**config.mk**
```make
export PLATFORM = sky130hd
export DESIGN_NAME = oximeter_frame_deframer_top_flat
export DESIGN_NICKNAME = d
export VERILOG_FILES = /design/src/rtl/core/ofd_pkg.sv /design/src/rtl/core/ofd_if.sv /design/src/rtl/core/oximeter_frame_deframer_top.sv /design/src/rtl/core/ofd_front.sv /design/src/rtl/core/ofd_queue.sv /design/src/rtl/core/ofd_back.sv /design/src/flat_wrapper.sv
export SDC_FILE = /design/constraint.sdc
export NUM_CORES = 1
export LEC_CHECK = 0
export ABC_CLOCK_PERIOD_IN_PS = 5800
export BUFFER_PORTS_ARGS = -buffer_cell sky130_fd_sc_hd__buf_2
export CAP_MARGIN = 25
export CORE_UTILIZATION = 45
export CTS_CLUSTER_DIAMETER = 200
export DETAILED_ROUTE_END_ITERATION = 10
export SLEW_MARGIN = 25
export SYNTH_ARGS = -nofsm -noshare
export SYNTH_HDL_FRONTEND = slang
export SYNTH_HIERARCHICAL = 1
export SYNTH_SLANG_ARGS = --single-unit
```
**constraint.sdc**
```tcl
create_clock -name clock -period 5.8 [get_ports clock]
set_input_delay 0.58 -clock clock [delete_from_list [all_inputs] [get_ports clock]]
set_output_delay 0.58 -clock clock [all_outputs]
set_load 0.05 [all_outputs]
```
**src/rtl/core/ofd_pkg.sv**
```systemverilog
// Package: shared types and constants of the oximeter frame deframer.
`default_nettype none

package ofd_pkg;

   localparam logic [7:0] HDR_FIRST     = 8'hAA;
   localparam logic [7:0] HDR_SECOND    = 8'h55;
   localparam logic [7:0] MEAS_CODE     = 8'd21;
   localparam logic [7:0] MEAS_MIN_LEN  = 8'd10;
   localparam logic [7:0] BYTE_INVALID  = 8'd127;
   localparam logic [15:0] PULSE_INVALID = 16'd255;

   // payload positions that are captured
   localparam logic [7:0] POS_CODE     = 8'd0;
   localparam logic [7:0] POS_WAVE     = 8'd2;
   localparam logic [7:0] POS_SPO2     = 8'd4;
   localparam logic [7:0] POS_PULSE_HI = 8'd5;
   localparam logic [7:0] POS_PULSE_LO = 8'd6;

   localparam int QUEUE_DEPTH = 2;

   typedef enum logic [2:0] {
      PH_HUNT_A = 3'd0,
      PH_HUNT_B = 3'd1,
      PH_LEN    = 3'd2,
      PH_BODY   = 3'd3,
      PH_CHK    = 3'd4
   } phase_type;

   typedef enum logic [1:0] {
      ST_MEAS     = 2'd0,
      ST_CHK_ERR  = 2'd1,
      ST_IGNORED  = 2'd2
   } status_type;

   // one completed frame, as handed from the parser to the result stage
   typedef struct packed {
      status_type  status;
      logic [7:0]  code;
      logic [7:0]  wave;
      logic [7:0]  spo2;
      logic [15:0] pulse;
   } frame_rec_type;

   // queue read side towards the result stage
   typedef struct packed {
      logic          valid;
      frame_rec_type rec;
   } rec_chan_type;

endpackage

`default_nettype wire

```
**src/rtl/core/ofd_if.sv**
```systemverilog
// Interfaces: byte input channel and frame result channel.
`default_nettype none

interface ofd_req_if;
   logic       valid;
   logic       ready;
   logic [7:0] rx_byte;

   modport source (output valid, output rx_byte, input ready);
   modport sink   (input valid, input rx_byte, output ready);
endinterface

interface ofd_rsp_if;
   logic        valid;
   logic        ready;
   logic [1:0]  frame_status;
   logic [7:0]  frame_code;
   logic        wave_valid;
   logic [7:0]  wave_value;
   logic        spo2_valid;
   logic [7:0]  spo2_value;
   logic        pulse_valid;
   logic [15:0] pulse_rate;

   modport source (output valid, output frame_status, output frame_code,
                   output wave_valid, output wave_value, output spo2_valid,
                   output spo2_value, output pulse_valid, output pulse_rate,
                   input ready);
   modport sink   (input valid, input frame_status, input frame_code,
                   input wave_valid, input wave_value, input spo2_valid,
                   input spo2_value, input pulse_valid, input pulse_rate,
                   output ready);
endinterface

`default_nettype wire

```
**src/rtl/core/oximeter_frame_deframer_top.sv**
```systemverilog
// Oximeter frame deframer: AA 55 length-framed packets with additive checksum.
//
// req_chan carries one received byte per transfer (rx_byte). rsp_chan carries
// one result per completed frame of nonzero length: status, packet code and,
// for measurement frames, the smoothed waveform, SpO2 and pulse rate with
// their validity flags. Header bytes, length, payload and zero-length frames
// produce no result.
// Throughput: one byte per cycle. The parser takes a byte every cycle while
// the frame queue has room; the result stage drains one frame per cycle while
// its output register is empty or rsp_chan takes the held result. A frame's
// record is written into the queue as its checksum byte transfers, then moves
// into the output register, from which it is presented on rsp_chan.
// When the receiver stalls, results wait in the output register and the
// queue (QUEUE_DEPTH entries); once the queue is full req_chan.ready drops
// until rsp_chan transfers again.
// Reset (synchronous) restarts the header hunt, empties the queue and output
// register and clears the waveform smoothing state to zero.
`default_nettype none

module oximeter_frame_deframer_top #(
   parameter int QUEUE_DEPTH = ofd_pkg::QUEUE_DEPTH
) (
   input wire logic   clock,
   input wire logic   reset,
   ofd_req_if.sink    req_chan,
   ofd_rsp_if.source  rsp_chan
);
   import ofd_pkg::*;

   logic          q_push;
   logic          q_space;
   logic          q_pop;
   frame_rec_type q_rec;
   rec_chan_type  q_head;

   ofd_front u_front (
      .clock     (clock),
      .reset     (reset),
      .req_chan  (req_chan),
      .req_space (q_space),
      .req_push  (q_push),
      .req_rec   (q_rec)
   );

   ofd_queue #(
      .DEPTH (QUEUE_DEPTH)
   ) u_queue (
      .clock    (clock),
      .reset    (reset),
      .push     (q_push),
      .push_rec (q_rec),
      .space    (q_space),
      .pop      (q_pop),
      .head     (q_head)
   );

   ofd_back u_back (
      .clock    (clock),
      .reset    (reset),
      .head     (q_head),
      .pop      (q_pop),
      .rsp_chan (rsp_chan)
   );

endmodule

`default_nettype wire

```
**src/rtl/core/ofd_front.sv**
```systemverilog
// Front end: header hunt, length/payload/checksum parsing, frame classification.
`default_nettype none

module ofd_front (
   input  wire logic                   clock,
   input  wire logic                   reset,
   ofd_req_if.sink                     req_chan,
   input  wire logic                   req_space,
   output      logic                   req_push,
   output      ofd_pkg::frame_rec_type req_rec
);
   import ofd_pkg::*;

   phase_type   phase_ff, phase_in;
   logic [7:0]  len_ff, len_in;
   logic [7:0]  cnt_ff, cnt_in;
   logic [7:0]  sum_ff, sum_in;
   logic [7:0]  code_ff, code_in;
   logic [7:0]  wave_ff, wave_in;
   logic [7:0]  spo2_ff, spo2_in;
   logic [15:0] pulse_ff, pulse_in;

   logic       fire;
   logic [7:0] b;
   logic [7:0] cnt_next;

   assign req_chan.ready = req_space;
   assign fire     = req_chan.valid && req_chan.ready;
   assign b        = req_chan.rx_byte;
   assign cnt_next = cnt_ff + 8'd1;

   // next state
   always_comb begin
      phase_in = phase_ff;
      if (fire) begin
         case (phase_ff)
            PH_HUNT_B: begin
               if (b == HDR_SECOND) phase_in = PH_LEN;
               else if (b != HDR_FIRST) phase_in = PH_HUNT_A;
            end
            PH_LEN:  phase_in = (b == 8'd0) ? PH_CHK : PH_BODY;
            PH_BODY: begin
               if (cnt_next == len_ff) phase_in = PH_CHK;
            end
            PH_CHK:  phase_in = PH_HUNT_A;
            default: phase_in = (b == HDR_FIRST) ? PH_HUNT_B : PH_HUNT_A;
         endcase
      end
   end

   // datapath and outputs
   always_comb begin
      len_in   = len_ff;
      cnt_in   = cnt_ff;
      sum_in   = sum_ff;
      code_in  = code_ff;
      wave_in  = wave_ff;
      spo2_in  = spo2_ff;
      pulse_in = pulse_ff;
      req_push = 1'b0;

      req_rec.code  = code_ff;
      req_rec.wave  = wave_ff;
      req_rec.spo2  = spo2_ff;
      req_rec.pulse = pulse_ff;
      if (sum_ff != b)
         req_rec.status = ST_CHK_ERR;
      else if (code_ff != MEAS_CODE || len_ff < MEAS_MIN_LEN)
         req_rec.status = ST_IGNORED;
      else
         req_rec.status = ST_MEAS;

      if (fire) begin
         case (phase_ff)
            PH_LEN: begin
               len_in   = b;
               sum_in   = b;
               cnt_in   = 8'd0;
               code_in  = 8'd0;
               wave_in  = 8'd0;
               spo2_in  = 8'd0;
               pulse_in = 16'd0;
            end
            PH_BODY: begin
               sum_in = sum_ff + b;
               cnt_in = cnt_next;
               case (cnt_ff)
                  POS_CODE:     code_in = b;
                  POS_WAVE:     wave_in = b;
                  POS_SPO2:     spo2_in = b;
                  POS_PULSE_HI: pulse_in = {b, pulse_ff[7:0]};
                  POS_PULSE_LO: pulse_in = {pulse_ff[15:8], b};
                  default: ;
               endcase
            end
            PH_CHK: begin
               // zero-length frames are dropped
               req_push = (len_ff != 8'd0);
            end
            default: ;
         endcase
      end
   end

   always_ff @(posedge clock) begin
      if (reset) begin
         phase_ff <= PH_HUNT_A;
         len_ff   <= 8'd0;
         cnt_ff   <= 8'd0;
         sum_ff   <= 8'd0;
         code_ff  <= 8'd0;
         wave_ff  <= 8'd0;
         spo2_ff  <= 8'd0;
         pulse_ff <= 16'd0;
      end else begin
         phase_ff <= phase_in;
         len_ff   <= len_in;
         cnt_ff   <= cnt_in;
         sum_ff   <= sum_in;
         code_ff  <= code_in;
         wave_ff  <= wave_in;
         spo2_ff  <= spo2_in;
         pulse_ff <= pulse_in;
      end
   end

endmodule

`default_nettype wire

```
**src/rtl/core/ofd_queue.sv**
```systemverilog
// Frame queue: small FIFO of classified frames between parser and result stage.
`default_nettype none

module ofd_queue #(
   parameter int DEPTH = ofd_pkg::QUEUE_DEPTH
) (
   input  wire logic                   clock,
   input  wire logic                   reset,
   input  wire logic                   push,
   input  wire ofd_pkg::frame_rec_type push_rec,
   output      logic                   space,
   input  wire logic                   pop,
   output      ofd_pkg::rec_chan_type  head
);
   import ofd_pkg::*;

   localparam int IW = (DEPTH > 1) ? $clog2(DEPTH) : 1;
   localparam int CW = $clog2(DEPTH + 1);
   localparam logic [IW-1:0] LAST = IW'(DEPTH - 1);
   localparam logic [CW-1:0] FULL = CW'(DEPTH);

   frame_rec_type entry_ff [DEPTH];
   logic [IW-1:0] wr_ptr_ff, wr_ptr_in;
   logic [IW-1:0] rd_ptr_ff, rd_ptr_in;
   logic [CW-1:0] count_ff, count_in;
   logic          do_pop;

   assign space      = (count_ff != FULL);
   assign head.valid = (count_ff != '0);
   assign head.rec   = entry_ff[rd_ptr_ff];
   assign do_pop     = pop && head.valid;

   always_comb begin
      wr_ptr_in = wr_ptr_ff;
      rd_ptr_in = rd_ptr_ff;
      count_in  = count_ff;
      if (push) wr_ptr_in = (wr_ptr_ff == LAST) ? '0 : wr_ptr_ff + IW'(1);
      if (do_pop) rd_ptr_in = (rd_ptr_ff == LAST) ? '0 : rd_ptr_ff + IW'(1);
      if (push && !do_pop) count_in = count_ff + CW'(1);
      else if (!push && do_pop) count_in = count_ff - CW'(1);
   end

   always_ff @(posedge clock) begin
      if (push) entry_ff[wr_ptr_ff] <= push_rec;
   end

   always_ff @(posedge clock) begin
      if (reset) begin
         wr_ptr_ff <= '0;
         rd_ptr_ff <= '0;
         count_ff  <= '0;
      end else begin
         wr_ptr_ff <= wr_ptr_in;
         rd_ptr_ff <= rd_ptr_in;
         count_ff  <= count_in;
      end
   end

endmodule

`default_nettype wire

```
**src/rtl/core/ofd_back.sv**
```systemverilog
// Back end: waveform smoothing, validity flags and the result output register.
`default_nettype none

module ofd_back (
   input  wire logic                  clock,
   input  wire logic                  reset,
   input  wire ofd_pkg::rec_chan_type head,
   output      logic                  pop,
   ofd_rsp_if.source                  rsp_chan
);
   import ofd_pkg::*;

   logic        valid_ff, valid_in;
   logic [7:0]  smooth_ff, smooth_in;
   logic [1:0]  status_ff, status_in;
   logic [7:0]  code_ff, code_in;
   logic        wave_v_ff, wave_v_in;
   logic [7:0]  wave_ff, wave_in;
   logic        spo2_v_ff, spo2_v_in;
   logic [7:0]  spo2_ff, spo2_in;
   logic        pulse_v_ff, pulse_v_in;
   logic [15:0] pulse_ff, pulse_in;
   logic [8:0]  avg_sum;
   logic        meas;

   // output register frees when empty or its transfer completes this cycle
   assign pop     = head.valid && (!valid_ff || rsp_chan.ready);
   assign avg_sum = {1'b0, smooth_ff} + {1'b0, head.rec.wave};
   assign meas    = (head.rec.status == ST_MEAS);

   always_comb begin
      valid_in   = valid_ff;
      smooth_in  = smooth_ff;
      status_in  = status_ff;
      code_in    = code_ff;
      wave_v_in  = wave_v_ff;
      wave_in    = wave_ff;
      spo2_v_in  = spo2_v_ff;
      spo2_in    = spo2_ff;
      pulse_v_in = pulse_v_ff;
      pulse_in   = pulse_ff;
      if (valid_ff && rsp_chan.ready) valid_in = 1'b0;
      if (pop) begin
         valid_in   = 1'b1;
         status_in  = head.rec.status;
         code_in    = head.rec.code;
         wave_v_in  = 1'b0;
         wave_in    = 8'd0;
         spo2_v_in  = 1'b0;
         spo2_in    = 8'd0;
         pulse_v_in = 1'b0;
         pulse_in   = 16'd0;
         if (meas) begin
            wave_v_in = (head.rec.wave != BYTE_INVALID);
            if (wave_v_in) smooth_in = avg_sum[8:1];
            wave_in    = smooth_in;
            spo2_v_in  = (head.rec.spo2 != BYTE_INVALID);
            spo2_in    = head.rec.spo2;
            pulse_v_in = (head.rec.pulse != PULSE_INVALID);
            pulse_in   = head.rec.pulse;
         end
      end
   end

   always_ff @(posedge clock) begin
      if (reset) begin
         valid_ff  <= 1'b0;
         smooth_ff <= 8'd0;
      end else begin
         valid_ff  <= valid_in;
         smooth_ff <= smooth_in;
      end
   end

   always_ff @(posedge clock) begin
      status_ff  <= status_in;
      code_ff    <= code_in;
      wave_v_ff  <= wave_v_in;
      wave_ff    <= wave_in;
      spo2_v_ff  <= spo2_v_in;
      spo2_ff    <= spo2_in;
      pulse_v_ff <= pulse_v_in;
      pulse_ff   <= pulse_in;
   end

   assign rsp_chan.valid        = valid_ff;
   assign rsp_chan.frame_status = status_ff;
   assign rsp_chan.frame_code   = code_ff;
   assign rsp_chan.wave_valid   = wave_v_ff;
   assign rsp_chan.wave_value   = wave_ff;
   assign rsp_chan.spo2_valid   = spo2_v_ff;
   assign rsp_chan.spo2_value   = spo2_ff;
   assign rsp_chan.pulse_valid  = pulse_v_ff;
   assign rsp_chan.pulse_rate   = pulse_ff;

endmodule

`default_nettype wire
```
**src/flat_wrapper.sv**
```systemverilog
// flat-port wrapper written by rule: the top's interface ports become plain ports
module oximeter_frame_deframer_top_flat import ofd_pkg::*;
#(
   parameter int QUEUE_DEPTH = ofd_pkg::QUEUE_DEPTH
)
  (clock, reset, req_chan_valid, req_chan_rx_byte, req_chan_ready, rsp_chan_valid, rsp_chan_frame_status, rsp_chan_frame_code, rsp_chan_wave_valid, rsp_chan_wave_value, rsp_chan_spo2_valid, rsp_chan_spo2_value, rsp_chan_pulse_valid, rsp_chan_pulse_rate, rsp_chan_ready);
  ofd_req_if req_chan_i ();
  ofd_rsp_if rsp_chan_i ();
  input wire logic clock;
  input wire logic reset;
  input wire logic [$bits(req_chan_i.valid)-1:0] req_chan_valid;
  input wire logic [$bits(req_chan_i.rx_byte)-1:0] req_chan_rx_byte;
  output wire logic [$bits(req_chan_i.ready)-1:0] req_chan_ready;
  output wire logic [$bits(rsp_chan_i.valid)-1:0] rsp_chan_valid;
  output wire logic [$bits(rsp_chan_i.frame_status)-1:0] rsp_chan_frame_status;
  output wire logic [$bits(rsp_chan_i.frame_code)-1:0] rsp_chan_frame_code;
  output wire logic [$bits(rsp_chan_i.wave_valid)-1:0] rsp_chan_wave_valid;
  output wire logic [$bits(rsp_chan_i.wave_value)-1:0] rsp_chan_wave_value;
  output wire logic [$bits(rsp_chan_i.spo2_valid)-1:0] rsp_chan_spo2_valid;
  output wire logic [$bits(rsp_chan_i.spo2_value)-1:0] rsp_chan_spo2_value;
  output wire logic [$bits(rsp_chan_i.pulse_valid)-1:0] rsp_chan_pulse_valid;
  output wire logic [$bits(rsp_chan_i.pulse_rate)-1:0] rsp_chan_pulse_rate;
  input wire logic [$bits(rsp_chan_i.ready)-1:0] rsp_chan_ready;
  assign req_chan_i.valid = req_chan_valid;
  assign req_chan_i.rx_byte = req_chan_rx_byte;
  assign req_chan_ready = req_chan_i.ready;
  assign rsp_chan_valid = rsp_chan_i.valid;
  assign rsp_chan_frame_status = rsp_chan_i.frame_status;
  assign rsp_chan_frame_code = rsp_chan_i.frame_code;
  assign rsp_chan_wave_valid = rsp_chan_i.wave_valid;
  assign rsp_chan_wave_value = rsp_chan_i.wave_value;
  assign rsp_chan_spo2_valid = rsp_chan_i.spo2_valid;
  assign rsp_chan_spo2_value = rsp_chan_i.spo2_value;
  assign rsp_chan_pulse_valid = rsp_chan_i.pulse_valid;
  assign rsp_chan_pulse_rate = rsp_chan_i.pulse_rate;
  assign rsp_chan_i.ready = rsp_chan_ready;
  oximeter_frame_deframer_top #(.QUEUE_DEPTH(QUEUE_DEPTH)) u_core (.clock(clock), .reset(reset), .req_chan(req_chan_i), .rsp_chan(rsp_chan_i));
endmodule
```
# Yosys cells after proc, flatten, opt, wreduce, memory -nomap -nowiden
# Memories as Yosys holds them, arrays and structs flattened. A register that Yosys moved wholly into a read port is not among the register bits.
# Cells that the tools add are included.
# Widths: inputs -> output; s select.
[totals]
register_bits = 125
ram_bits = 84
in_bits = 12
output_inout_bits = 47
wordCells = 117
n_memories = 1
[memory_table]
columns = ["name", "depth", "width", "rd", "rd_ports_with_merged_regs", "write_ports", "line_no", "rtl"]
rows = [
  ["u_core.u_queue.entry_ff", 2, 42, 1, 1, 1, "ofd_queue.sv:22", "frame_rec_type entry_ff [DEPTH];"],
]
[op_classes]
n_addsub = 7
magnitude_cmp = 1
n_eq_ne = 27
n_mux = 31
n_reduce_logical = 28
[ops]
columns = ["op", "count"]
rows = [
  ["$pmux 8 s2", 5],
  ["$pmux 16 s2", 2],
  ["$mux 8", 4],
  ["$eq 8x3->1 const B", 3],
  ["$logic_not 8->1", 2],
  ["$ne 16x8->1 const B", 1],
  ["$ne 8x7->1 const B", 2],
  ["$mux 3", 4],
  ["$ne 2x2->1 const B", 6],
  ["$pmux 3 s4", 1],
  ["$reduce_and 3->1", 4],
  ["$mux 1", 11],
  ["$add 8x8->9", 1],
  ["$add 8x1->8 const B", 1],
  ["$add 8x8->8", 1],
  ["$eq 8x2->1 const B", 1],
  ["$eq 8x7->1 const B", 1],
  ["$eq 8x8->1", 1],
  ["$eq 8x8->1 const B", 1],
  ["$lt 8x4->1 const B", 1],
  ["$mux 2", 4],
  ["$ne 8x5->1 const B", 1],
  ["$ne 8x8->1", 1],
  ["$ne 8x8->1 const B", 1],
  ["16 further kinds", 34],
]

# Logic depth before layout (Yosys ltp)
# Gate-level depths: netlist (run 1).
[depth]
ltp_word = 7
mapped_depth = 10
ltp_nobuf = 10

# Modules after synthesis
# The synthesis (run 1) kept the hierarchy.
[modules_own_cells]
columns = ["module", "n_inst", "cells_per_inst", "area_per_inst_um2", "seq_area_each_um2"]
rows = [
  ["ofd_front", 1, 434, 3392.0, 1341.3],
  ["ofd_queue", 1, 153, 3239.4, 2622.5],
  ["ofd_back", 1, 195, 2379.8, 1531.5],
]

# Worst setup path after synthesis (run 1)
# Ideal clock, no wire load.
[synth_path]
path_type = "register -> register"
from = "register u_core.u_front.phase_ff[0]"
to = "memory u_core/u_queue/entry_ff[0][0] in the netlist's numbering, enable pin"
setup_time_ns = 0.446
arrival_time_ns = 3.166
required_ns = 5.354
setup_slack_ns = 2.187
stages_incl_launch_ff = 7
n_path_buf = 2
period_less_slack_ns = 3.613
path_cell_list = "dfxtp_1 clkbuf_1 clkbuf_1 nor3_1 nand2_1 a21oi_1 nor2b_1"
[synth_between]
elab_chain_cells = 5
[synth_rtl]
columns = ["element", "line_no", "rtl"]
rows = [
  ["from (decl)", "ofd_front.sv:14", "phase_type phase_ff, phase_in;"],
  ["from (signal assigned)", "ofd_front.sv:116", "phase_ff <= phase_in;"],
  ["$eq 3x3->1", "ofd_front.sv:74", "case (phase_ff)"],
  ["$mux 1", "ofd_front.sv:74", ""],
  ["$mux 1", "ofd_front.sv:73", "if (fire) begin"],
  ["via u_core.q_push", "oximeter_frame_deframer_top.sv:30", "logic q_push;"],
  ["$mux 1", "ofd_queue.sv:44", "if (push) entry_ff[wr_ptr_ff] <= push_rec;"],
  ["$mux 1 (implied by the code)", "ofd_queue.sv:44", ""],
  ["to (decl)", "ofd_queue.sv:22", ""],
]
# The timed path passes the listed nets, and every way through them passes these cells.

# Worst setup path in the final report (run 1)
[layout_path]
from = "register u_core.u_front.phase_ff[1]"
to = "register u_core.u_front.cnt_ff[3]"
[layout_between]
elab_chain_cells = 3
elab_cells_between_ends = 5
cone_classes = "eq/ne: 2; mux: 1; reduce/logical: 2"
[layout_rtl]
columns = ["element", "line_no", "rtl"]
rows = [
  ["$eq 3x2->1", "ofd_front.sv:74", ""],
  ["$reduce_bool 2->1 (no line)", "--", ""],
  ["$reduce_and 2->1 (no line)", "--", ""],
  ["to (signal assigned)", "ofd_front.sv:118", "cnt_ff <= cnt_in;"],
  ["to (decl)", "ofd_front.sv:16", "logic [7:0] cnt_ff, cnt_in;"],
]
# Several ways; a longest one is shown, not always the timed one.
# A chain may end at the register's enable or synchronous reset.

==> impl_metrics.toml, run 1 <==
[sta]
final-setup-viol-count = 0
clock_skew_ns = 0.0195
max_freq_mhz = 335
setup_slack_ns = 2.81
finalCriticalPeriod_ns = 2.99
maxSlewHeadroom = 0.389
hold_viol_final = 0
slew_violations = 0
holdWs_ns = 0.322
fin_setup_tns_ns = 0
rsz0062_at_grt = "no"
worst_pin_slew_ns = 0.915
fin_crit_sh = 0.515

[die]
coreArea_mm2 = 0.0195
die_h_um = 144
start_util = 0.461
rows = 51
boundaryPins = 59
dieArea_mm2 = 0.0206
die_x_um = 144

[route]
drt-pass1-iter-count = 5
avgRoutedWirePerCell_um = 16.5
drt_iter0_drc = 362
drt_wl_total_um = 18500
drc_errors = 0
via_per_inst = 5.36
vias = 6013
antenna_left = 0

[yosys]
async_flop_share = 0
netlist_area_mm2 = 0.00901
synth_cells = 782
syn_nets = 815
ys.flop_type = "edfxtp_1"
ys_types = 55
yosys_warnings = 6
syn_avg_cell_area_um2 = 11.5
synth_edf_count = 129
yosysSeqAreaShare = 0.610
ys_ff_latch = 210

[clock_tree]
hold_buffers = 0
cts_made_buffers = 23
root_buffer = "clkbuf_16"
cts_sinks = 210
h-tree-depth = 1
clockBufferDepth = 3
cts_resized = 0
clk_pin_slew_ns = 0.06
post_cts.repair.setup_buffers = 0
cts_tree = "yes"
clk_latency_ns = 0.51

[worst_setup_path]
endpoint_kind = "flop"
r2r-start = "u_core/u_front/phase_ff[1]"
start_kind = "flop"
r2r_end = "u_core/u_front/cnt_ff[3]"
critPathMaxFanout = 11
path_class = "flop to flop"
ff2ff_setup_slack_ns = 2.81
arrival_ns = 3.40
worst_ep_required_time_ns = 6.21
r2r_cells = 6

[global_routing]
overflow = 0
grt_pass1_vias = 5781
grt_max_degree = 83
grt_usage = 0.185
grt_pass1_wl_um = 29700
grt_antenna_before_repair = 0

[placed_design]
dp_slack_ns = 2.87
hpwl_um = 12300
routabilityCongestion = 0.865
dpl.cell_count = 1079
post_dp_cell_area_mm2 = 0.00953
portBuffers = 58

[cells_and_area]
final_common_cell = "edfxtp_1"
nFillCells = 1725
final_cell_area_mm2 = 0.0104
fin_nets = 872
final_cell_mix = "edfxtp_1, nor2_1, dfxtp_1, nand2_1, a21oi_1"
fin_cells = 1121
final_layout_size_suffix_gt1_frac = 0.187
syn2layout_area_growth_pct = 15.3
antenna_cells = 0
utilization = 0.532

[hold_path]
worstHoldEndpoint = "u_core/u_front/phase_ff[2]"
min_path_type = "input port to flop"
hp-start = "req_chan_valid"
whs_path_depth = 2

[pwr]
finalPower_mw = 3.20
ir_worst_vdd_mv = 0.255
p_leak_nw = 3.39
p_per_area_mw_per_mm2 = 308

[outcome]
status = "complete, no violations"

[job]
cap_viol_max_count = 0
==> cells in the mapped netlist (5+ instances only) <==
cell,count,share of area
nor4_1,11,0.0076
xnor2_1,17,0.017
ha_1,19,0.026
and2_1,27,0.019
mux2i_1,17,0.019
inv_1,15,0.0062
o21ai_0,16,0.0089
nand4_1,6,0.0042
dfxtp_1,81,0.18
xor2_1,9,0.0087
a21oi_1,69,0.038
mux2_2,42,0.052
or3_1,7,0.0049
a21o_1,7,0.0058
buf_2,5,0.0028
buf_4,5,0.0042
clkbuf_1,21,0.0087
nor2_1,92,0.038
edfxtp_1,129,0.43
a211oi_1,8,0.0067
nand2b_1,9,0.0062
and3_1,10,0.0069
nor3_1,19,0.011
nand2_1,70,0.029
a31oi_1,6,0.0042
nand3_1,22,0.012
==> how the worst max path moves through the flow <==
stage,start,end,slack (ns),cells past startpoint
3_5_place_dp,flop,u_core/u_back/rsp_chan.wave_value[4],2.87,8
2_1_floorplan,u_core/u_front/phase_ff[0],u_core/u_queue/entry_ff[0][0],2.19,6
4_1_cts,flop,u_core/u_back/rsp_chan.wave_value[4],2.85,8
3_3_place_gp,flop,u_core/u_back/rsp_chan.wave_value[4],2.94,8
6_report,u_core/u_front/phase_ff[1],u_core/u_front/cnt_ff[3],2.81,6
5_1_grt,u_core/u_front/phase_ff[1],u_core/u_front/cnt_ff[3],2.61,6
==> routing by layer <==
metal,share of wire,vias to the layer above,wire (µm),GRT usage
met1,0.46,2890,8480,0.251
met4,0.024,0,448,0.0644
met5,0,-,0,0
met3,0.045,38,832,0.0287
met2,0.47,155,8700,0.302
li1,-,2930,-,-
==> cell families (layout without fill, tap and decap cells) <==
logic type | count (synthesis) | after routing | synth area share
and+or+nand+nor | 295 | 295 | 0.158
muxes | 59 | 59 | 0.0714
DFF | 210 | 210 | 0.610
xor gates and xnor gates | 26 | 26 | 0.0253
buffers and inverters | 48 | 122 | 0.0244
adders and majority gates | 21 | 21 | 0.0308
AOI/OAI and AO/OA | 123 | 123 | 0.0798
==> registers in the layout (all words and copies together), names as in the netlist, 2 cells and up, named ones only <==
signal,cells
u_core/u_front/phase_ff,3
u_core/u_back/rsp_chan.frame_status,2
u_core/u_back/rsp_chan.frame_code,8
u_core/u_front/len_ff,8
u_core/u_back/smooth_ff,8
u_core/u_front/spo2_ff,8
u_core/u_back/rsp_chan.spo2_value,8
u_core/u_front/sum_ff,8
u_core/u_queue/count_ff,2
u_core/u_front/wave_ff,8
u_core/u_front/cnt_ff,8
u_core/u_queue/entry_ff,84
u_core/u_front/pulse_ff,16
u_core/u_back/rsp_chan.pulse_rate,16
u_core/u_front/code_ff,8
u_core/u_back/rsp_chan.wave_value,8
==> critical path, stage by stage, from the launching register on <==
cell and delay, ns:
dfxtp_1 0.41, nor2b_1 0.55, nor2b_1 0.68, buf_4 0.30, nand2_1 0.26, or4_1 0.52
a21oi_1 0.16
==> where the power goes <==
part           internal, mW  total, mW  leakage [nW]  switching, mW
combinational       0.00770     0.0308          1.31         0.0231
sequential             1.57       1.57          1.68      0.0000765
clock                  1.02       1.61         0.402          0.583
total                  2.60       3.20          3.39          0.606
==> layout make-up <==
type                            count  area (µm²)  share of cell area
Sequential cell                   210        5500               0.529
Multi-Input combinational cell    524        3310               0.318
Clock buffer                       31         657              0.0632
Timing Repair Buffer               65         343              0.0330
Tap cell                          265         332              0.0319
Clock inverter                     11         198              0.0190
Inverter                           15        56.3             0.00542
Power figures use the tool's default switching activity.
==> inputs of run 2 (changes only) <==
- ABC_AREA: default -> 1
- ABC_CLOCK_PERIOD_IN_PS: 5800 -> 2900
- clock period: 5.8 -> 2.9 ns (I/O delays scaled with it)
==> run 2 against run 1 <==
Against the previous run: synthesized cell count is 16% higher; highest routed layer unchanged; largest power group is now sequential cells; core utilization is 0.31 points lower; critical endpoint is now u_core/u_queue/entry_ff[0][3]; power is 110% higher; critical path depth is 1 higher; global-route usage is 0.83 points lower; first-iteration DRC count is 8.8% higher.
==> impl_metrics.toml, run 2 <==
[die]
die_h_um = 148
boundaryPins = 59
start_util = 0.465
die_x_um = 148
coreArea_mm2 = 0.0205
rows = 52
dieArea_mm2 = 0.0218

[route]
drt-pass1-iter-count = 5
drc_errors = 0
antenna_left = 0
vias = 6320
drt_iter0_drc = 394
via_per_inst = 5.01
drt_wl_total_um = 19000
avgRoutedWirePerCell_um = 15.1

[cells_and_area]
largest_reg_flops = 84
syn2layout_area_growth_pct = 13.7
fin_nets = 1006
final_cell_area_mm2 = 0.0108
utilization = 0.529
regMostFlops = "u_core/u_queue/entry_ff"
final_layout_size_suffix_gt1_frac = 0.203
final_common_cell = "edfxtp_1"
final_cell_mix = "edfxtp_1, nand2_1, inv_1, nor2_1, a21oi_1"
antenna_cells = 0

[clock_tree]
cts_tree = "yes"
cts_resized = 0
cts_sinks = 210
clockBufferDepth = 3
h-tree-depth = 1
root_buffer = "clkbuf_16"
post_cts.repair.setup_buffers = 0
clk_pin_slew_ns = 0.06
clk_latency_ns = 0.53
cts_made_buffers = 24
hold_buffers = 0

[global_routing]
grt_antenna_before_repair = 0
overflow = 0
met3_usage = 0.0293
grt_pass1_wl_um = 30400
grt_pass1_vias = 5861
grt_usage = 0.177
gr-max-usage-layer = "met2"
met2_usage = 0.295
grt_max_degree = 39
use_met1 = 0.241

[yosys]
synth_edf_count = 129
netlist_area_mm2 = 0.00953
yosysSeqAreaShare = 0.576
syn_avg_cell_area_um2 = 10.5
ys_top_cells_by_area = "edfxtp_1, dfxtp_1, mux2_4"
synth_cells = 906
ys_ff_latch = 210
synth_top_area_cell = "edfxtp_1"
async_flop_share = 0
ys_types = 52
yosys_warnings = 6
synth_most_common_cell = "edfxtp_1"
synth.top_cell.area_share = 0.406
yosys-top-cells-count = "edfxtp_1, nand2_1, inv_1"
syn_nets = 939
ys.flop_type = "edfxtp_1"

[outcome]
status = "complete, no violations"

[sta]
clock_skew_ns = 0.0233
worst_pin_slew_ns = 0.699
fin_setup_tns_ns = 0
setup_slack_ns = 0.550
slew_violations = 0
fin_crit_sh = 0.810
hold_viol_final = 0
max_freq_mhz = 426
finalCriticalPeriod_ns = 2.35
rsz0062_at_grt = "no"
maxSlewHeadroom = 0.533
final-setup-viol-count = 0

[pwr]
p_leak_nw = 4.46
ir_worst_vdd_mv = 0.408
p_per_area_mw_per_mm2 = 626

[placed_design]
routabilityCongestion = 0.893
post_dp_cell_area_mm2 = 0.0100
dp_slack_ns = 0.585
portBuffers = 58
hpwl_um = 13300

[worst_setup_path]
endpoint_kind = "flop"
arrival_ns = 2.55
worst_ep_required_time_ns = 3.10
path_class = "flop to flop"
start_kind = "flop"
critPathMaxFanout = 33

[job]
cap_viol_max_count = 0

[hold_path]
min_path_type = "input port to flop"
[run 2: cell count changes after synthesis, moves of 18 or more]
cell,previous run,this run
o21ai_0,16,46
mux2_2,42,2
nand2_1,70,113
and2_1,27,1
mux2_4,0,40
nand3_1,22,42
inv_1,15,110
o21ai_1,1,19
[run 2: final cells by class]
cell class	instances	area (µm²)
inverters	128	489
repair buffers	66	375
flip-flops and latches	210	5500
clock inverters	11	97.6
multi-input cells	543	3350
fillers	1863	9660
clock buffers	33	697
well taps	270	338
[run 2: worst max-delay path, stage by stage (launching register included)]
cell and delay [ns]:
dfxtp_1 0.33, inv_1 0.09, nand2_1 0.10, nand2_1 0.17, a311oi_1 0.57, inv_1 0.15
nor2_4 0.34, buf_12 0.27
[run 2: path summary, 6_finish.rpt]
path / to / start / slack (ns) / depth (start not counted)
worst max-delay path: u_core/u_queue/entry_ff[0][3] / u_core/u_queue/count_ff[0] / 0.55 / 7
worst min-delay path: u_core/u_front/len_ff[1] / req_chan_rx_byte[1] / 0.06 / 3
worst max register to register: u_core/u_queue/entry_ff[0][3] / u_core/u_queue/count_ff[0] / 0.55 / 7
worst min register to register: u_core/u_queue/entry_ff[1][24] / u_core/u_front/wave_ff[0] / 0.45 / 0
[run 2: cells by family after synthesis]
logic type / synth area share
muxes: 0.0654
DFF: 0.576
buffers and inverters: 0.0734
AOI/OAI and AO/OA: 0.0969
and+or+nand+nor: 0.151
adders and majority gates: 0.0291
xor gates and xnor gates: 0.00827
[run 2: power breakdown]
part,internal [mW],switching [mW],total (mW)
sequential,3.27,0.0553,3.32
clock,1.78,1.19,2.97
combinational,0.148,0.351,0.499
[run 2: per-stage QoR]
| step | power [mW] | hold WS, ns | instances |
|---|---|---|---|
| after floorplan | 3.75 | 0.368 | 906 |
| after global placement | 3.88 | 0.428 | 1217 |
| after detailed placement | 3.88 | 0.442 | 1217 |
| after CTS | 6.86 | 0.0477 | 1261 |
| after global routing | 7.05 | 0.0767 | 1261 |
| final | 6.79 | 0.0606 | 1261 |
[run 2: layer usage]
| metal | wire length, µm | up-vias |
|---|---|---|
| met4 | 314 | 0 |
| met2 | 8870 | 115 |
| met1 | 9000 | 2953 |
| li1 | - | 3226 |
| met3 | 822 | 26 |
| met5 | 0 | - |
